### src/hdl/cau_pkg.sv
// ----------------------------------------------------------------------------
// Complex arithmetic unit package
// Widths, beat types, opcodes and shared arithmetic helpers.
// ----------------------------------------------------------------------------
package cau_pkg;

    localparam int PART_WIDTH = 32;
    localparam int FRAC_BITS  = 16;
    localparam int PROD_W     = 2 * PART_WIDTH;
    localparam int SUM_W      = PROD_W + 1;
    localparam int NUM_W      = SUM_W + FRAC_BITS;
    localparam int HI_W       = NUM_W - PART_WIDTH;
    localparam int DEN_W      = PROD_W;
    localparam int CMP_W      = (HI_W > DEN_W) ? HI_W : DEN_W;

    typedef logic signed [PART_WIDTH-1:0] part_t;
    typedef logic signed [PART_WIDTH:0]   part_x_t;
    typedef logic signed [PROD_W-1:0]     prod_t;
    typedef logic signed [SUM_W-1:0]      sum_t;
    typedef logic signed [NUM_W-1:0]      num_t;
    typedef logic [DEN_W-1:0]             den_t;
    typedef logic [CMP_W-1:0]             cmp_t;
    typedef logic [PART_WIDTH-1:0]        quo_t;

    typedef enum logic [2:0] {
        OP_ADD = 3'd0,
        OP_SUB = 3'd1,
        OP_NEG = 3'd2,
        OP_MUL = 3'd3,
        OP_DIV = 3'd4,
        OP_INC = 3'd5
    } op_t;

    typedef struct packed {
        logic [2:0] opcode;
        part_t      a_re;
        part_t      a_im;
        part_t      b_re;
        part_t      b_im;
    } in_beat_t;

    typedef struct packed {
        part_t res_re;
        part_t res_im;
        logic  divide_by_zero;
        logic  saturated;
    } out_beat_t;

    typedef struct packed {
        part_t val;
        logic  sat;
    } clip_t;

    // One division in flight: partial remainder, remaining numerator bits that
    // turn into quotient bits, sign and early overflow.
    typedef struct packed {
        den_t rem;
        quo_t low;
        logic neg;
        logic ovf;
    } div_t;

    typedef struct packed {
        logic [2:0] opcode;
        logic       dz;
        logic       sat;
        part_t      re;
        part_t      im;
        den_t       den;
        div_t       dre;
        div_t       dim;
    } cell_t;

    function automatic clip_t clip_part(sum_t v);
        clip_t r;
        r.sat = 1'b0;
        r.val = v[PART_WIDTH-1:0];
        if (!(v[SUM_W-1:PART_WIDTH-1] == '0 || v[SUM_W-1:PART_WIDTH-1] == '1))
        begin
            r.sat = 1'b1;
            r.val = v[SUM_W-1] ? {1'b1, {(PART_WIDTH-1){1'b0}}}
                               : {1'b0, {(PART_WIDTH-1){1'b1}}};
        end
        return r;
    endfunction

    // Scale the numerator, take its magnitude and split it. The high part
    // already at or above the divisor means the quotient cannot fit.
    function automatic div_t div_prep(sum_t s, den_t d);
        num_t              n;
        logic [NUM_W-1:0]  mag;
        logic [HI_W-1:0]   hi;
        div_t              r;
        n     = num_t'(s) <<< FRAC_BITS;
        mag   = n[NUM_W-1] ? -n : n;
        hi    = mag[NUM_W-1:PART_WIDTH];
        r.neg = n[NUM_W-1];
        r.ovf = cmp_t'(hi) >= cmp_t'(d);
        r.rem = den_t'(hi);
        r.low = mag[PART_WIDTH-1:0];
        return r;
    endfunction

    function automatic clip_t div_final(div_t x);
        quo_t  half;
        clip_t r;
        half  = {1'b1, {(PART_WIDTH-1){1'b0}}};
        r.sat = 1'b0;
        r.val = x.low;
        if (x.neg) begin
            if (x.ovf || x.low > half) begin
                r.sat = 1'b1;
                r.val = {1'b1, {(PART_WIDTH-1){1'b0}}};
            end
            else begin
                r.val = -x.low;
            end
        end
        else if (x.ovf || x.low >= half) begin
            r.sat = 1'b1;
            r.val = {1'b0, {(PART_WIDTH-1){1'b1}}};
        end
        return r;
    endfunction

endpackage

### src/hdl/cau_div_cell.sv
// ----------------------------------------------------------------------------
// Complex arithmetic unit divider cell
// One restoring quotient bit for the real and imaginary division.
// ----------------------------------------------------------------------------
module cau_div_cell (
    input  logic           clk,
    input  logic           rst_n,
    input  logic           adv,
    input  logic           in_vld,
    input  cau_pkg::cell_t in_cell,
    output logic           out_vld,
    output cau_pkg::cell_t out_cell
);

    cau_pkg::cell_t cell_reg, cell_next;
    logic           vld_reg;

    function automatic cau_pkg::div_t div_step(cau_pkg::div_t x, cau_pkg::den_t d);
        logic [cau_pkg::DEN_W:0] t;
        logic                    q;
        cau_pkg::div_t           r;
        t     = {x.rem, x.low[cau_pkg::PART_WIDTH-1]};
        q     = (t >= {1'b0, d});
        r     = x;
        r.rem = q ? cau_pkg::den_t'(t - {1'b0, d}) : t[cau_pkg::DEN_W-1:0];
        r.low = {x.low[cau_pkg::PART_WIDTH-2:0], q};
        return r;
    endfunction

    always_comb
    begin
        cell_next     = in_cell;
        cell_next.dre = div_step(in_cell.dre, in_cell.den);
        cell_next.dim = div_step(in_cell.dim, in_cell.den);
    end

    always_ff @(posedge clk or negedge rst_n)
    begin
        if (!rst_n) begin
            vld_reg <= 1'b0;
        end
        else if (adv) begin
            vld_reg <= in_vld;
        end
    end

    always_ff @(posedge clk)
    begin
        if (adv) begin
            cell_reg <= cell_next;
        end
    end

    assign out_vld  = vld_reg;
    assign out_cell = cell_reg;

endmodule

### config.mk
export PLATFORM = sky130hd
export DESIGN_NAME = cau_div_cell
export DESIGN_NICKNAME = d
export VERILOG_FILES = /design/src/hdl/cau_pkg.sv /design/src/hdl/cau_div_cell.sv
export SDC_FILE = /design/constraint.sdc
export NUM_CORES = 1
export LEC_CHECK = 0
export ABC_CLOCK_PERIOD_IN_PS = 880
export BUFFER_PORTS_ARGS = -buffer_cell sky130_fd_sc_hd__buf_2
export CORE_AREA = 2 2 259 261
export CTS_CLUSTER_DIAMETER = 200
export DETAILED_ROUTE_END_ITERATION = 16
export DIE_AREA = 0 0 261 263
export PLACE_DENSITY_LB_ADDON = 0.3
export SLEW_MARGIN = 10
export SYNTH_ARGS = -nofsm -noshare
export SYNTH_HDL_FRONTEND = slang
export SYNTH_SLANG_ARGS = --single-unit
### constraint.sdc
create_clock -name clk -period 0.88 [get_ports clk]
set_input_delay 0.088 -clock clk [delete_from_list [all_inputs] [get_ports clk]]
set_output_delay 0.088 -clock clk [all_outputs]
set_load 0.1 [all_outputs]
==> metrics <==
ys flop type edfxtp_1; Overflow after GRT 0; critical path arrival 2.95 ns; internal cell power 45.55 mW; synth unique cells 77; initial antenna violation count 22; Sink Count 330; FMAX 0.3802 GHz; worst path bufs/invs 5; Area Overhead vs Synth 116.0%; Synth Cell Area 19,410 sq um; PD cells 1838 nW/um^2; Leakage 18.01 nW; final WL 102,200 um; final std cells w/o fill 4,445; Tot Pwr 77.07 mW; Syn Nets 2,327; CP peak stage delay 0.31 ns; worst slew pin tran 0.5231 ns; Core Rows 94; element type at the critical path end flip-flop; CP max-delay cell o2111a_2; clk root buf clkbuf_16; clk_lat worst skew 0.57 ns; GRT Total Usage 28.45%; Syn Inst Count 1,864; Psw 31.51 mW; top area cells in the synthesized netlist edfxtp_1, ha_1, a21oi_1; Switching Fraction 40.89%; fill count 4,839; number of synthesized flops with an enable pin 329; sequential share of power 27.7%; Final period util 298.9%; Iter 0 DRT Violations 1,322; First-pass DRT Iterations 6; register area 9908 sq um; Synth top area share 50.90%; max cap viols 0; CTS buffer count 40; fin crit period 2.630 ns; routed len/inst 23.00 um; share of cells above drive strength 1 52.42%; die area 68,640 sq um; Final Max Slew Viols 0; Required @ worst endpoint 1.20 ns; RSZ-0062 raised after global routing yes; Most Crowded Layer GR met2; CP startpoint kind input port; area leader, netlist edfxtp_1; met2 Usage GRT 51.28%; global-route wire length before repair 146,400 um; combinational fraction of design power 50.1%; sequential area share after synthesis 51.02%; worst vdd ir 1.383 mV; mean area per synthesized cell 10.41 sq um; Port Buf Inserts 662; violated checks setup timing; via density per instance 4.970; Reg2Reg Setup Slack 0.01 ns; vias in the first global route 23,370; Crit path max-delay family compound AO/OA/AOI/OAI gates; largest net degree at the start of global routing 26; Final Skew 0 ns; via count 22,090; H-tree depth 2; footprint of the multi-input gates 10,920 sq um; DIE WIDTH 261 um; Top cell by count, worst path buf_12; ANT nets after route 0; placed insts 3,949; Placer Congestion 0.9439; final worst slack -1.750 ns; final HPWL from detailed placement 76,620 um; Finish-stage setup viols 665; CP cell instances buf_12 -> clkinv_8 -> ha_4 -> nor2b_4 -> buf_6 -> o31a_1 -> o2111a_2 -> o21ai_4 -> a31oi_4 -> a41o_4 -> a41o_1 -> a31oi_4 -> buf_12 -> buf_12 -> mux2_4; status finished with violations; CTS tree done; Fin. Hold Viols 0; Starting Density 29.58%; core area 65,630 sq um; Yosys reg bits 330; nets 4,005; CTS clk-pin slew, worst paths 0.05 ns; setup tns final -406.66 ns; GRT met1 Usage 31.55%; Clock Tree Buf Depth 3; GR Util met3 5.902%; clock network power share 22.2%; drt drc 0; die height 263 um; Post-synth ARST share 0.3030%; Crit Path Max Fanout 6; Ys Warns 0; worst setup path class in -> reg; Layout Utilization 63.90%; io pins 663; Tightest Hold Check Type in -> reg; headroom to the max-slew limit 65.01%
## cell type report
class / count / area share, %
clock buffer: 44 / 2.423
inverter: 103 / 1.173
clock inverter: 27 / 0.6952
tap: 864 / 2.578
timing repair buffer: 1729 / 43.41
sequential: 330 / 23.63
multi-input combinational: 1338 / 26.04
antenna: 10 / 0.05967
## cell usage after synthesis (all sizes together), types with 9 or more instances
cell type / count
a211oi: 11
o211ai: 11
nor2: 129
nand3: 33
mux2: 16
nand4: 49
a21oi: 206
or2: 9
edfxtp: 329
and3: 14
o31ai: 12
nor4: 12
o21ai: 155
nand2b: 10
ha: 128
nor3: 33
o21a: 13
nand2: 175
and2: 19
a31oi: 18
a21o: 53
buf: 29
inv: 103
clkbuf: 64
nor2b: 9
o21bai: 21
xor2: 49
xnor2: 70
## registers in the layout, indices dropped and copies added, names as in the netlist
register  count
out_vld       1
out_cell    329
## routing by layer
| metal | routed length (um) | share of wire [%] |
|---|---|---|
| met3 | 6675 | 6.5 |
| met1 | 37800 | 37 |
| met5 | 81 | 0.079 |
| met2 | 52220 | 51 |
| met4 | 5464 | 5.3 |
## placed cells by master, fill, tap and decap left out, drive strengths merged, types with 5 or more instances in the layout
master       count
o21ai          155
dlygate4sd3    329
nor2           129
nand4           49
diode           10
nand2b          10
nor4            12
xnor2           70
ha             128
buf           1394
a221oi           6
and2            19
a21boi           6
or2              9
or3              5
xor2            49
o21a            13
nor2b            9
bufinv           5
mux2            16
and3            14
clkinvlp         5
a211oi          11
o211ai          11
a2111oi          5
edfxtp         329
a31oi           18
o31ai           12
inv            104
nand2          175
a22oi            5
a21o            53
nand3           33
clkbuf          50
a21oi          206
o21bai          21
nor3            33
clkinv          16
## cells by family after synthesis
family                     after synthesis  share of synthesized area (%)
xor gates and xnor gates               119                          5.369
DFF                                    330                          51.02
and+or+nand+nor                        508                          12.14
AOI/OAI and AO/OA                      563                          17.69
buffers and inverters                  196                          4.286
adders and majority gates              130                          8.457
muxes                                   18                          1.031
## final timing paths
check	startpoint	end	cells after the start
min	in_cell[179]	out_cell[180]	4
min reg2reg	out_vld	out_vld	1
max in group asynchronous	rst_n	out_vld	3
max reg2reg	out_vld	out_vld	1
min in group asynchronous	rst_n	out_vld	3
max	in_cell[197]	out_cell[37]	15
## power by group through the flow
stage / logic (mW) / clock network (mW) / registers [mW]
floorplan: 7.34 / 0 / 33.0
global placement: 34.0 / 0 / 21.6
detailed placement: 34.2 / 0 / 21.6
CTS: 37.4 / 17.3 / 21.3
global route: 40.1 / 17.9 / 21.4
finish: 38.6 / 17.1 / 21.3
## through the flow
step | hold WS (ns) | area, sq um | setup slack, ns
after global placement | -0.1352 | 34500 | -2.598
after detailed placement | -0.1353 | 34500 | -2.630
final | 0.02941 | 41940 | -1.750
after floorplan | -0.2076 | 20700 | -1.816
after CTS | -0.2599 | 41010 | -1.697
after global routing | 0.03655 | 41930 | -1.791
## timing repair
item | CTS | global route
hold buffers | 326 | 3
setup buffers | 60 | 17
setup endpoints to repair | 460 | 665
endpoints found under the hold margin | 336 | 2
pin swaps | 79 | 73
cloned | 10 | 6
resized for setup | 269 | 181
## worst min-delay path, stage by stage
cell and delay [ns]:
buf_2 0.14, buf_4 0.12, nor2_2 0.03, a21oi_2 0.08
No activity file was read; power rests on OpenSTA's default activity.
